**src/rtl/dvtt_pkg.sv**
```systemverilog
package dvtt_pkg;

	// signed day count from 1-Jan-1970
	typedef logic signed [26:0] days_t;
	// signed second count from 1-Jan-1970
	typedef logic signed [43:0] secs_t;

	localparam logic STATUS_OK      = 1'b0;
	localparam logic STATUS_INVALID = 1'b1;

	localparam logic [63:0] EPOCH_TICKS    = 64'h007C_9567_4BEB_4000;
	localparam logic [23:0] TICKS_PER_SEC  = 24'd10000000;
	localparam logic [23:0] TICKS_PER_HUND = 24'd100000;

	// floor(ya / 400) = (ya * ERA_RECIP) >> ERA_SHIFT, exact for ya below 2^17
	localparam logic [17:0] ERA_RECIP     = 18'd167773;
	localparam int          ERA_SHIFT     = 26;
	localparam logic [25:0] DAYS_PER_ERA  = 26'd146097;
	// 1970 offset in days plus the one-era shift applied to the year
	localparam days_t       DAY_BIAS      = 27'sd865565;
	localparam secs_t       SECS_PER_DAY  = 44'sd86400;

	// days before the first of the month, in a year that starts in March
	function automatic logic [8:0] days_before_month(input logic [3:0] m);
		logic [8:0] d;
		case (m)
			4'd3:    d = 9'd0;
			4'd4:    d = 9'd31;
			4'd5:    d = 9'd61;
			4'd6:    d = 9'd92;
			4'd7:    d = 9'd122;
			4'd8:    d = 9'd153;
			4'd9:    d = 9'd184;
			4'd10:   d = 9'd214;
			4'd11:   d = 9'd245;
			4'd12:   d = 9'd275;
			4'd1:    d = 9'd306;
			4'd2:    d = 9'd337;
			default: d = 9'd0;
		endcase
		return d;
	endfunction

endpackage

```
**src/rtl/dvtt_vec_if.sv**
```systemverilog
interface dvtt_vec_if;
	logic        valid;
	logic        ready;
	logic [15:0] year;
	logic [15:0] month;
	logic [15:0] day;
	logic [15:0] hour;
	logic [15:0] minute;
	logic [15:0] second;
	logic [15:0] hundredths;

	modport source (
		output valid, year, month, day, hour, minute, second, hundredths,
		input  ready
	);
	modport sink (
		input  valid, year, month, day, hour, minute, second, hundredths,
		output ready
	);
endinterface

```
**src/rtl/dvtt_tick_if.sv**
```systemverilog
interface dvtt_tick_if;
	logic        valid;
	logic        ready;
	logic [63:0] tick_time;
	logic        status;

	modport source (
		output valid, tick_time, status,
		input  ready
	);
	modport sink (
		input  valid, tick_time, status,
		output ready
	);
endinterface

```
**src/rtl/date_vector_to_tick_time_unit.sv**
```systemverilog
// Time vector to tick time converter.
// The vec channel takes one calendar vector per transaction (year, month, day,
// hour, minute, second, hundredths, each a 16-bit word). The res channel
// returns one result per vector, in order: tick_time, 100 ns ticks since
// 17-Nov-1858 modulo 2^64, and status, which is set (with tick_time zero) when
// a word is out of range or the vector falls on the second just before 1970.
// The datapath is a seven-stage pipeline, and one vector per cycle is taken
// for as long as res is ready. The depth is set by the day count (three
// stages), the seconds multiply, the seconds sum and the 64-bit scaling,
// which is split into two partial products and a final add.
// Each stage advances on its own when the stage after it is empty or moving,
// so bubbles close up while res is stalled; vec.ready drops only once all
// seven stages hold a result. Nothing is lost or repeated across a stall.
// Reset clears all stage valid bits; the data registers have no reset, and the
// block is ready in the first cycle after reset is released.
module date_vector_to_tick_time_unit (
	input  logic              clk,
	input  logic              arst_n,
	dvtt_vec_if.sink          vec,
	dvtt_tick_if.source       res
);
	import dvtt_pkg::*;

	localparam int NSTAGE = 7;

	logic [NSTAGE:1] v_q;
	logic [NSTAGE:1] en;

	logic        bad;
	logic [16:0] hms;
	logic [23:0] hund_ticks;

	logic        bad_s1, bad_s2, bad_s3, bad_s4, bad_s5, bad_s6, bad_s7;
	logic [16:0] hms_s1, hms_s2, hms_s3, hms_s4;
	logic [23:0] hund_s1, hund_s2, hund_s3, hund_s4, hund_s5, hund_s6;

	days_t       days_s3;
	secs_t       prod_s4;
	secs_t       secs_s5;
	logic [45:0] lo_s6;
	logic signed [46:0] hi_s6;
	logic [63:0] tick_s7;

	secs_t       secs;
	logic [63:0] tick;

	// let each stage load when it is empty or the next one is loading
	always_comb begin
		en[NSTAGE] = !v_q[NSTAGE] || res.ready;
		for (int i = NSTAGE - 1; i >= 1; i--)
			en[i] = !v_q[i] || en[i+1];
	end

	assign vec.ready = en[1];

	// move valid bits with the data
	always_ff @(posedge clk or negedge arst_n) begin
		if (!arst_n) begin
			v_q <= '0;
		end else begin
			if (en[1])
				v_q[1] <= vec.valid;
			for (int i = 2; i <= NSTAGE; i++)
				if (en[i])
					v_q[i] <= v_q[i-1];
		end
	end

	// range checks and time-of-day terms
	always_comb begin
		bad = (vec.month == 16'd0) || (vec.month > 16'd12) ||
		      (vec.day == 16'd0) || (vec.day > 16'd31) ||
		      (vec.hour > 16'd23) || (vec.minute > 16'd59) ||
		      (vec.second > 16'd59) || (vec.hundredths > 16'd99);
		hms = {12'b0, vec.hour[4:0]} * 17'd3600 +
		      {11'b0, vec.minute[5:0]} * 17'd60 +
		      {11'b0, vec.second[5:0]};
		hund_ticks = {17'b0, vec.hundredths[6:0]} * TICKS_PER_HUND;
	end

	dvtt_day_count u_days (
		.clk   (clk),
		.en    (en[3:1]),
		.year  (vec.year),
		.month (vec.month[3:0]),
		.day   (vec.day[4:0]),
		.days  (days_s3)
	);

	// carry side terms alongside the day count
	always_ff @(posedge clk) begin
		if (en[1]) begin
			bad_s1  <= bad;
			hms_s1  <= hms;
			hund_s1 <= hund_ticks;
		end
		if (en[2]) begin
			bad_s2  <= bad_s1;
			hms_s2  <= hms_s1;
			hund_s2 <= hund_s1;
		end
		if (en[3]) begin
			bad_s3  <= bad_s2;
			hms_s3  <= hms_s2;
			hund_s3 <= hund_s2;
		end
	end

	// stage 4: days to seconds
	always_ff @(posedge clk) begin
		if (en[4]) begin
			bad_s4  <= bad_s3;
			hms_s4  <= hms_s3;
			hund_s4 <= hund_s3;
			prod_s4 <= secs_t'(days_s3) * SECS_PER_DAY;
		end
	end

	// stage 5: add time of day, flag the second before the epoch
	assign secs = prod_s4 + $signed({27'b0, hms_s4});

	always_ff @(posedge clk) begin
		if (en[5]) begin
			bad_s5  <= bad_s4 || (secs == -44'sd1);
			hund_s5 <= hund_s4;
			secs_s5 <= secs;
		end
	end

	// stage 6: scale seconds to ticks as two partial products
	always_ff @(posedge clk) begin
		if (en[6]) begin
			bad_s6  <= bad_s5;
			hund_s6 <= hund_s5;
			lo_s6   <= {24'b0, secs_s5[21:0]} * {22'b0, TICKS_PER_SEC};
			hi_s6   <= 47'($signed(secs_s5[43:22])) * $signed({23'b0, TICKS_PER_SEC});
		end
	end

	// stage 7: join partial products, add hundredths and epoch offset
	assign tick = {18'b0, lo_s6} + ({{17{hi_s6[46]}}, hi_s6} << 22) +
	              {40'b0, hund_s6} + EPOCH_TICKS;

	always_ff @(posedge clk) begin
		if (en[7]) begin
			bad_s7  <= bad_s6;
			tick_s7 <= bad_s6 ? 64'd0 : tick;
		end
	end

	assign res.valid     = v_q[NSTAGE];
	assign res.tick_time = tick_s7;
	assign res.status    = bad_s7 ? STATUS_INVALID : STATUS_OK;

`ifndef SYNTHESIS
	a_accept_fills_s1: assert property (@(posedge clk) disable iff (!arst_n)
		vec.valid && vec.ready |=> v_q[1])
		else $error("accepted transaction did not reach stage 1");

	a_full_when_blocked: assert property (@(posedge clk) disable iff (!arst_n)
		!vec.ready |-> (v_q == '1))
		else $error("input blocked while a pipeline stage is empty");

	a_invalid_zero: assert property (@(posedge clk) disable iff (!arst_n)
		res.valid && (res.status == STATUS_INVALID) |-> (res.tick_time == 64'd0))
		else $error("invalid result carries nonzero tick time");
`endif

endmodule

```
**src/rtl/dvtt_day_count.sv**
```systemverilog
// Three-stage proleptic Gregorian day count; each stage loads on its enable.
module dvtt_day_count (
	input  logic            clk,
	input  logic [2:0]      en,
	input  logic [15:0]     year,
	input  logic [3:0]      month,
	input  logic [4:0]      day,
	output dvtt_pkg::days_t days
);
	import dvtt_pkg::*;

	logic [16:0] ya;
	logic [34:0] era_prod;
	logic [16:0] ya_s1;
	logic [7:0]  era_s1;
	logic [8:0]  doy_s1;

	logic [16:0] yoe_full;
	logic [8:0]  yoe;
	logic [17:0] cent;
	logic [17:0] doe;
	logic [7:0]  era_s2;
	logic [17:0] doe_s2;

	logic [25:0] era_days;
	days_t       days_s3;

	// stage 1: shift year into a March-based era, split off the era, form the day of year
	always_comb begin
		ya       = {1'b0, year} + 17'd400 - ((month <= 4'd2) ? 17'd1 : 17'd0);
		era_prod = {18'b0, ya} * {17'b0, ERA_RECIP};
	end

	always_ff @(posedge clk) begin
		if (en[0]) begin
			ya_s1  <= ya;
			era_s1 <= era_prod[ERA_SHIFT+7:ERA_SHIFT];
			doy_s1 <= days_before_month(month) + {4'b0, day} - 9'd1;
		end
	end

	// stage 2: day of era from year of era and day of year
	always_comb begin
		yoe_full = ya_s1 - ({9'b0, era_s1} * 17'd400);
		yoe      = yoe_full[8:0];
		if (yoe >= 9'd300)
			cent = 18'd3;
		else if (yoe >= 9'd200)
			cent = 18'd2;
		else if (yoe >= 9'd100)
			cent = 18'd1;
		else
			cent = 18'd0;
		doe = {9'b0, yoe} * 18'd365 + {11'b0, yoe[8:2]} - cent + {9'b0, doy_s1};
	end

	always_ff @(posedge clk) begin
		if (en[1]) begin
			era_s2 <= era_s1;
			doe_s2 <= doe;
		end
	end

	// stage 3: whole eras plus day of era, less the 1970 bias
	assign era_days = {18'b0, era_s2} * DAYS_PER_ERA + {8'b0, doe_s2};

	always_ff @(posedge clk) begin
		if (en[2])
			days_s3 <= $signed({1'b0, era_days}) - DAY_BIAS;
	end

	assign days = days_s3;

endmodule

```
**src/flat_wrapper.sv**
```systemverilog
// flat-port wrapper written by rule: the top's interface ports become plain ports
module date_vector_to_tick_time_unit_flat import dvtt_pkg::*;
  (clk, arst_n, vec_valid, vec_year, vec_month, vec_day, vec_hour, vec_minute, vec_second, vec_hundredths, vec_ready, res_valid, res_tick_time, res_status, res_ready);
  dvtt_vec_if vec_i ();
  dvtt_tick_if res_i ();
  input  logic clk;
  input  logic arst_n;
  input wire logic [$bits(vec_i.valid)-1:0] vec_valid;
  input wire logic [$bits(vec_i.year)-1:0] vec_year;
  input wire logic [$bits(vec_i.month)-1:0] vec_month;
  input wire logic [$bits(vec_i.day)-1:0] vec_day;
  input wire logic [$bits(vec_i.hour)-1:0] vec_hour;
  input wire logic [$bits(vec_i.minute)-1:0] vec_minute;
  input wire logic [$bits(vec_i.second)-1:0] vec_second;
  input wire logic [$bits(vec_i.hundredths)-1:0] vec_hundredths;
  output wire logic [$bits(vec_i.ready)-1:0] vec_ready;
  output wire logic [$bits(res_i.valid)-1:0] res_valid;
  output wire logic [$bits(res_i.tick_time)-1:0] res_tick_time;
  output wire logic [$bits(res_i.status)-1:0] res_status;
  input wire logic [$bits(res_i.ready)-1:0] res_ready;
  assign vec_i.valid = vec_valid;
  assign vec_i.year = vec_year;
  assign vec_i.month = vec_month;
  assign vec_i.day = vec_day;
  assign vec_i.hour = vec_hour;
  assign vec_i.minute = vec_minute;
  assign vec_i.second = vec_second;
  assign vec_i.hundredths = vec_hundredths;
  assign vec_ready = vec_i.ready;
  assign res_valid = res_i.valid;
  assign res_tick_time = res_i.tick_time;
  assign res_status = res_i.status;
  assign res_i.ready = res_ready;
  date_vector_to_tick_time_unit u_core (.clk(clk), .arst_n(arst_n), .vec(vec_i), .res(res_i));
endmodule
```
**config.mk**
```make
export PLATFORM = sky130hd
export DESIGN_NAME = date_vector_to_tick_time_unit_flat
export DESIGN_NICKNAME = d
export VERILOG_FILES = /design/src/rtl/dvtt_pkg.sv /design/src/rtl/dvtt_vec_if.sv /design/src/rtl/dvtt_tick_if.sv /design/src/rtl/date_vector_to_tick_time_unit.sv /design/src/rtl/dvtt_day_count.sv /design/src/flat_wrapper.sv
export SDC_FILE = /design/constraint.sdc
export NUM_CORES = 2
export LEC_CHECK = 0
export BUFFER_PORTS_ARGS = -buffer_cell sky130_fd_sc_hd__buf_2
export CORE_ASPECT_RATIO = 1.75
export CORE_MARGIN = 2
export CORE_UTILIZATION = 60
export DETAILED_ROUTE_END_ITERATION = 8
export PLACE_DENSITY = 0.79
export SLEW_MARGIN = 20
export SYNTH_ARGS = -nofsm -noshare
export SYNTH_HDL_FRONTEND = slang
export SYNTH_SLANG_ARGS = --single-unit
```
**constraint.sdc**
```tcl
create_clock -name clk -period 20.9 [get_ports clk]
set_input_delay 4.18 -clock clk [delete_from_list [all_inputs] [get_ports clk]]
set_output_delay 4.18 -clock clk [all_outputs]
set_load 0.05 [all_outputs]
```
Word level (Yosys, flattened, before mapping)
Memory sizes are Yosys's and may differ from the RTL's. Index checks and enable logic that the tools add are counted.

Multipliers: 10. Equal/unequal tests: 1. Reductions and logical operators: 24. Multiplexer cells: 6. Add/sub/neg operators: 16. Order comparisons: 10.

Operators by type and width (number): 46-bit by 64-bit adder with 64-bit output (1); 64-bit by 24-bit adder with 64-bit output (1); 64-bit by 55-bit adder with 64-bit output, second input constant (1); 44-bit by 18-bit adder with 44-bit output (1); 44-bit by 1-bit == test with 1-bit output, second input constant (1); 22-bit by 17-bit multiplier with 39-bit output, second input constant (1); 27-bit by 11-bit multiplier with 37-bit output, second input constant (1); 22-bit by 18-bit multiplier with 35-bit output, second input constant (1); 17-bit by 18-bit multiplier with 34-bit output, second input constant (1); 16-bit by 5-bit greater-than comparator with 1-bit output, second input constant (2); 16-bit by 6-bit greater-than comparator with 1-bit output, second input constant (2); 16-bit zero test (2); 26-bit by 20-bit subtractor with 27-bit output, second input constant (1); 26-bit by 18-bit adder with 26-bit output (1); 8-bit by 18-bit multiplier with 26-bit output, second input constant (1); 7-bit by 12-bit multiplier with 19-bit output, second input constant (1); 18-bit by 7-bit adder with 18-bit output (1); 18-bit by 9-bit adder with 18-bit output (1); 9-bit by 9-bit multiplier with 18-bit output, second input constant (1); 18-bit subtractor (1); 16-bit by 9-bit adder with 17-bit output, second input constant (1); 17-bit by 12-bit adder with 17-bit output (1); 17-bit by 6-bit adder with 17-bit output (1); 17-bit by 1-bit subtractor with 17-bit output (1); 17 further kinds (40).

Memory bits (read-only): 144. Word-level logic and storage cells: 103. Memories kept: 1. Output and inout port bits: 67. Flip-flop bits (word level): 494. Bits of input ports: 116.

Memory list: (name not given) (depth 16, bits a word 9, rd ports 1, clocked after Yosys merged registers in 0, wr ports 0, line dvtt_pkg.sv:26) `case (m)`.

Longest topological paths before layout
Word-level depth: 11. Gate-level depth with buffers: 39. Mapped depth without buffers: 39.

By module
Synthesis repeated with hierarchy kept, for this count alone.

Cell total of the unflattened synthesis: 4982. Area, all modules: 53269.8 sq um.

By module, submodules not included: date_vector_to_tick_time_unit (cells each 3463, sequential area each 12276.8 sq um, area an instance 37913.9 sq um, instances 1); dvtt_day_count (cells each 1519, sequential area each 2372.3 sq um, area an instance 15356.0 sq um, instances 1).

Least setup slack after synthesis
OpenSTA, ideal clock, no wires.

Path type: input to output. Start point: input res_ready. End point: output vec_ready. Arrival time: 8.914 ns. Required time: 16.720 ns. Path slack: 7.806 ns. Cell stages on the path: 4. Buffers on the path: 0. Path through: nor2b_1 -> nand3_1 -> nor2_1 -> nand4_1.

Word-level cells in the longest chain between the ends: 7.

RTL lines: start, declared (line flat_wrapper.sv:20) `input wire logic [$bits(res_i.ready)-1:0] res_ready;`; 1-bit logical OR (line date_vector_to_tick_time_unit.sv:49) `en[NSTAGE] = !v_q[NSTAGE] || res.ready;`; 1-bit logical OR (2 in a row) (line date_vector_to_tick_time_unit.sv:51) `en[i] = !v_q[i] || en[i+1];`; named net u_core.en (one bit) (line date_vector_to_tick_time_unit.sv:27) `logic [NSTAGE:1] en;`; 1-bit logical OR (4 in a row) (line date_vector_to_tick_time_unit.sv:51); end, declared (line flat_wrapper.sv:16) `output wire logic [$bits(vec_i.ready)-1:0] vec_ready;`.

The timed path passes the listed nets, and every way through them passes these cells.

Worst setup path in the final report
Start point: input vec_month[0]. End point: register u_core.u_days.era_s1[7], data pin.

Word-level cells in the longest chain between the ends: 4.

RTL lines: start, declared (line flat_wrapper.sv:10) `input wire logic [$bits(vec_i.month)-1:0] vec_month;`; 4-bit by 2-bit <= comparator with 1-bit output (line dvtt_day_count.sv:30) `ya = {1'b0, year} + 17'd400 - ((month <= 4'd2) ? 17'd1 : 17'd0);`; 1-bit two-way mux (line dvtt_day_count.sv:30); 17-bit by 1-bit subtractor with 17-bit output (line dvtt_day_count.sv:30); 17-bit by 18-bit multiplier with 34-bit output (line dvtt_day_count.sv:31) `era_prod = {18'b0, ya} * {17'b0, ERA_RECIP};`; named net u_core.u_days.era_prod[33] (line dvtt_day_count.sv:13) `logic [34:0] era_prod;`; end signal, assigned (line dvtt_day_count.sv:37) `era_s1 <= era_prod[ERA_SHIFT+7:ERA_SHIFT];`; end, declared (line dvtt_day_count.sv:15) `logic [7:0] era_s1;`.

The timed path passes the listed nets, and every way through them passes these cells. A chain may end at the register's enable or synchronous reset.

==> results.tsv <==
stage	metric	value	unit
status	status	completed	
critical_path	Worst R2R Setup Slack	13.55	ns
critical_path	CP Max Fanout	6	
hold_path	hold_sp	u_core.hund_s3[23]$_DFFE_PP_	
cells_and_area	Finished Layout Cells	6328	
cells_and_area	cell area after layout	56800	um^2
yosys	flops & latches, synth	489	
floorplan	Die ar.	90400	um^2
placed_design	I/O Buffers	177	
grt	grt ovf	0	
yosys	sequential area share after synthesis	27.8	%
critical_path	CP Depth	39	
critical_path	crit path launch type	input port	
cts	CTS Hold Bufs	0	
timing	Worst Max-Slew Pin Slew	1.11	ns
yosys	share of the synthesized area in the top cell type	27.4	%
critical_path	worst r2r src	u_core.u_days.era_s1[0]$_DFFE_PP_	
placed_design	Post-Place Cells	6240	
grt	initial antenna violation count	1	
cts	CTS tree	built	
timing	relative slew slack	25.4	%
critical_path	Reg-to-Reg End	u_core.u_days.doe_s2[16]$_DFFE_PP_	
cts	post-cts sizing count	0	
route	Total Wirelength	107000	um
grt	vias in the first global route	37100	
yosys	Cells after Synth	4927	
critical_path	CP most frequent cell	inv_1	
yosys	Yosys cell types	88	
grt	largest net degree at the start of global routing	96	
cts	CTS max path bufs	3	
cells_and_area	Area Growth Syn to Fin	7.57	%
route	DRT iter0 DRCs	1261	
critical_path	crit path DAT	13.30	ns
grt	Total GRT Usage	24.5	%
cells_and_area	Post-Route Utilization	65.3	%
floorplan	Die X	228	um
critical_path	crit path to	u_core.u_days.era_s1[7]$_DFFE_PP_	
yosys	Avg Cell Area, Syn	10.7	um^2
floorplan	I/O pin count	183	
yosys	Yosys warning total	0	
yosys	synth top area cells	edfxtp_1 (27%), ha_1 (24%), fa_1 (19%)	
timing	minimum clock period	12.94	ns
cts	CTS clk-pin slew, worst paths	0.07	ns
cts	H-tree levels	2	
cells_and_area	commonest non-fill, non-tap cell in the layout	inv_1	
route	1st-pass router iterations	5	
yosys	Cell Area, Synth	52800	um^2
cts	clock latency on the worst-skew pair	0.65	ns
cts	Root Driver	clkbuf_16	
cts	post-CTS setup buffers	0	
route	drt wl/cell	17.0	um
cts	# clock sinks	489	
timing	RSZ-0062 raised after global routing	false	
yosys	Primary FF master, synth	edfxtp_1	
yosys	EDFF count, synth	482	
floorplan	Core ar.	87000	um^2
placed_design	gpl congestion	0.941	
timing	Final Hold Viols	0	
yosys	Post-synth ARST share	1.43	%
cells_and_area	layout cells sized above 1	6.25	%
flow_run	max-cap violations	0	
placed_design	area post-placement	55100	um^2
critical_path	Crit path max-delay family	adder cells	
cts	total CTS buffers	47	
critical_path	max incr delay on CP	0.56	ns
floorplan	initial core utilization	60.7	%
route	via count	34300	
yosys	top cell type by total area after synthesis	edfxtp_1	
critical_path	critical path launch point	vec_month[0]	
timing	max frequency	77.3	MHz
grt	first-pass GRT wire length	177000	um
critical_path	worst path bufs/invs	10	
timing	Tcrit/Tclk final	61.9	%
critical_path	critical path class	in -> reg	
timing	Final setup viols	0	
cells_and_area	Final nets	6754	
critical_path	CP Capture Type	register	
cells_and_area	# diodes	0	
floorplan	die extent in y	396	um
critical_path	Reg2Reg Depth	30	
cells_and_area	most frequent cells in the layout	inv_1 (1233), ha_1 (996), fa_1 (513)	
critical_path	Crit-path slowest cell	fa_1	
route	drt drc	0	
critical_path	Worst EP required	21.26	ns
timing	setup TNS	0	ns
placed_design	DPL Wire Length	91600	um
hold_path	Hold Path Class	reg -> reg	
timing	max-slew violations	0	
route	ANT nets after route	0	
route	via/cell ratio	5.41	
floorplan	site row count	143	
timing	Layout Skew	0.0557	ns
## layout make-up
| cell class | instances | area [um^2] |
|---|---|---|
| multi-input cells | 3165 | 33300 |
| fillers | 6668 | 30200 |
| flip-flops and latches | 489 | 14600 |
| inverters | 1235 | 4640 |
| well taps | 1160 | 1450 |
| clock buffers | 53 | 1210 |
| repair buffers | 191 | 995 |
| clock inverters | 35 | 488 |
## logic make-up (layout without fill, tap and decap cells)
kind of cell	count (synthesis)	after routing	synth area share, %
AO/OA/AOI/OAI	654	654	8.24
XOR/XNOR	309	309	5.16
adder cells (fa/ha/maj)	1509	1509	43.1
buffers and inverters	1277	1514	9.14
flip-flops	489	489	27.8
multiplexers	11	11	0.235
other	1	5	0.00711
AND/OR/NAND/NOR	677	677	6.40
## metal layers
| metal | vias up | part of all wire [%] | global-route usage, % |
|---|---|---|---|
| met5 | - | 0.012 | 0 |
| met4 | 2 | 5.1 | 11.8 |
| met3 | 265 | 2.2 | 2.00 |
| met2 | 628 | 59 | 52.2 |
| met1 | 16700 | 34 | 22.4 |
| li1 | 16700 | - | - |
## worst reg2reg max path, delay by kind of cell, from the launching register on
kind | cells | cell delay, ns
fa+ha+maj | 9 | 3.08
compound gates | 10 | 2.14
simple gates | 3 | 0.66
buf+inv | 7 | 0.61
flops | 1 | 0.44
mux | 1 | 0.17
## state kept, by name, indices dropped and copies added, names as in the netlist, 7 cells and up
| register | cells |
|---|---|
| u_core.hi_s6 | 35 |
| u_core.hms_s1 | 17 |
| u_core.hms_s2 | 17 |
| u_core.hms_s3 | 17 |
| u_core.hms_s4 | 17 |
| u_core.hund_s1 | 19 |
| u_core.hund_s2 | 19 |
| u_core.hund_s3 | 19 |
| u_core.hund_s4 | 19 |
| u_core.hund_s5 | 19 |
| u_core.hund_s6 | 19 |
| u_core.lo_s6 | 39 |
| u_core.prod_s4 | 37 |
| u_core.res.tick_time | 59 |
| u_core.secs_s5 | 44 |
| u_core.u_days.days | 27 |
| u_core.u_days.doe_s2 | 18 |
| u_core.u_days.doy_s1 | 9 |
| u_core.u_days.era_s1 | 8 |
| u_core.u_days.era_s2 | 8 |
| u_core.u_days.ya_s1 | 9 |
| u_core.v_q | 7 |
## through the flow
stage          hold WS (ns)  worst slack, ns
4_1_cts               0.390             7.94
3_3_place_gp          0.400             7.51
6_report              0.411             7.96
5_1_grt               0.406             7.39
2_1_floorplan         0.400             7.81
3_5_place_dp          0.405             7.31
## cell usage after synthesis (13+ instances only)
cell type,n
inv_1,1235
nand3_1,58
a21oi_1,205
ha_1,996
nor4_1,25
o21ai_0,90
nand2b_1,34
xor2_1,83
or3_1,17
a211oi_1,21
a21o_1,115
edfxtp_1,482
o21bai_1,31
o211ai_1,16
clkbuf_1,31
a31oi_1,21
or2_2,13
o31ai_1,13
xnor2_1,225
o21a_1,36
nor2b_1,38
and3_1,26
fa_1,513
nand4_1,43
nand2_1,129
nor2_1,203
nor3_1,48
## worst min-delay path by stage
stage / cells after the start / slack [ns] / to
floorplan: 0 / 0.40 / u_core.bad_s2$_DFFE_PP_
global placement: 0 / 0.40 / u_core.hund_s2[18]$_DFFE_PP_
detailed placement: 0 / 0.40 / u_core.bad_s2$_DFFE_PP_
CTS: 0 / 0.39 / u_core.hund_s2[21]$_DFFE_PP_
global route: 0 / 0.41 / u_core.hund_s4[23]$_DFFE_PP_
finish: 0 / 0.41 / u_core.hund_s4[23]$_DFFE_PP_
Power is not shown: default switching activity piles up to over one toggle a cycle in this logic, so the estimate is an artifact.
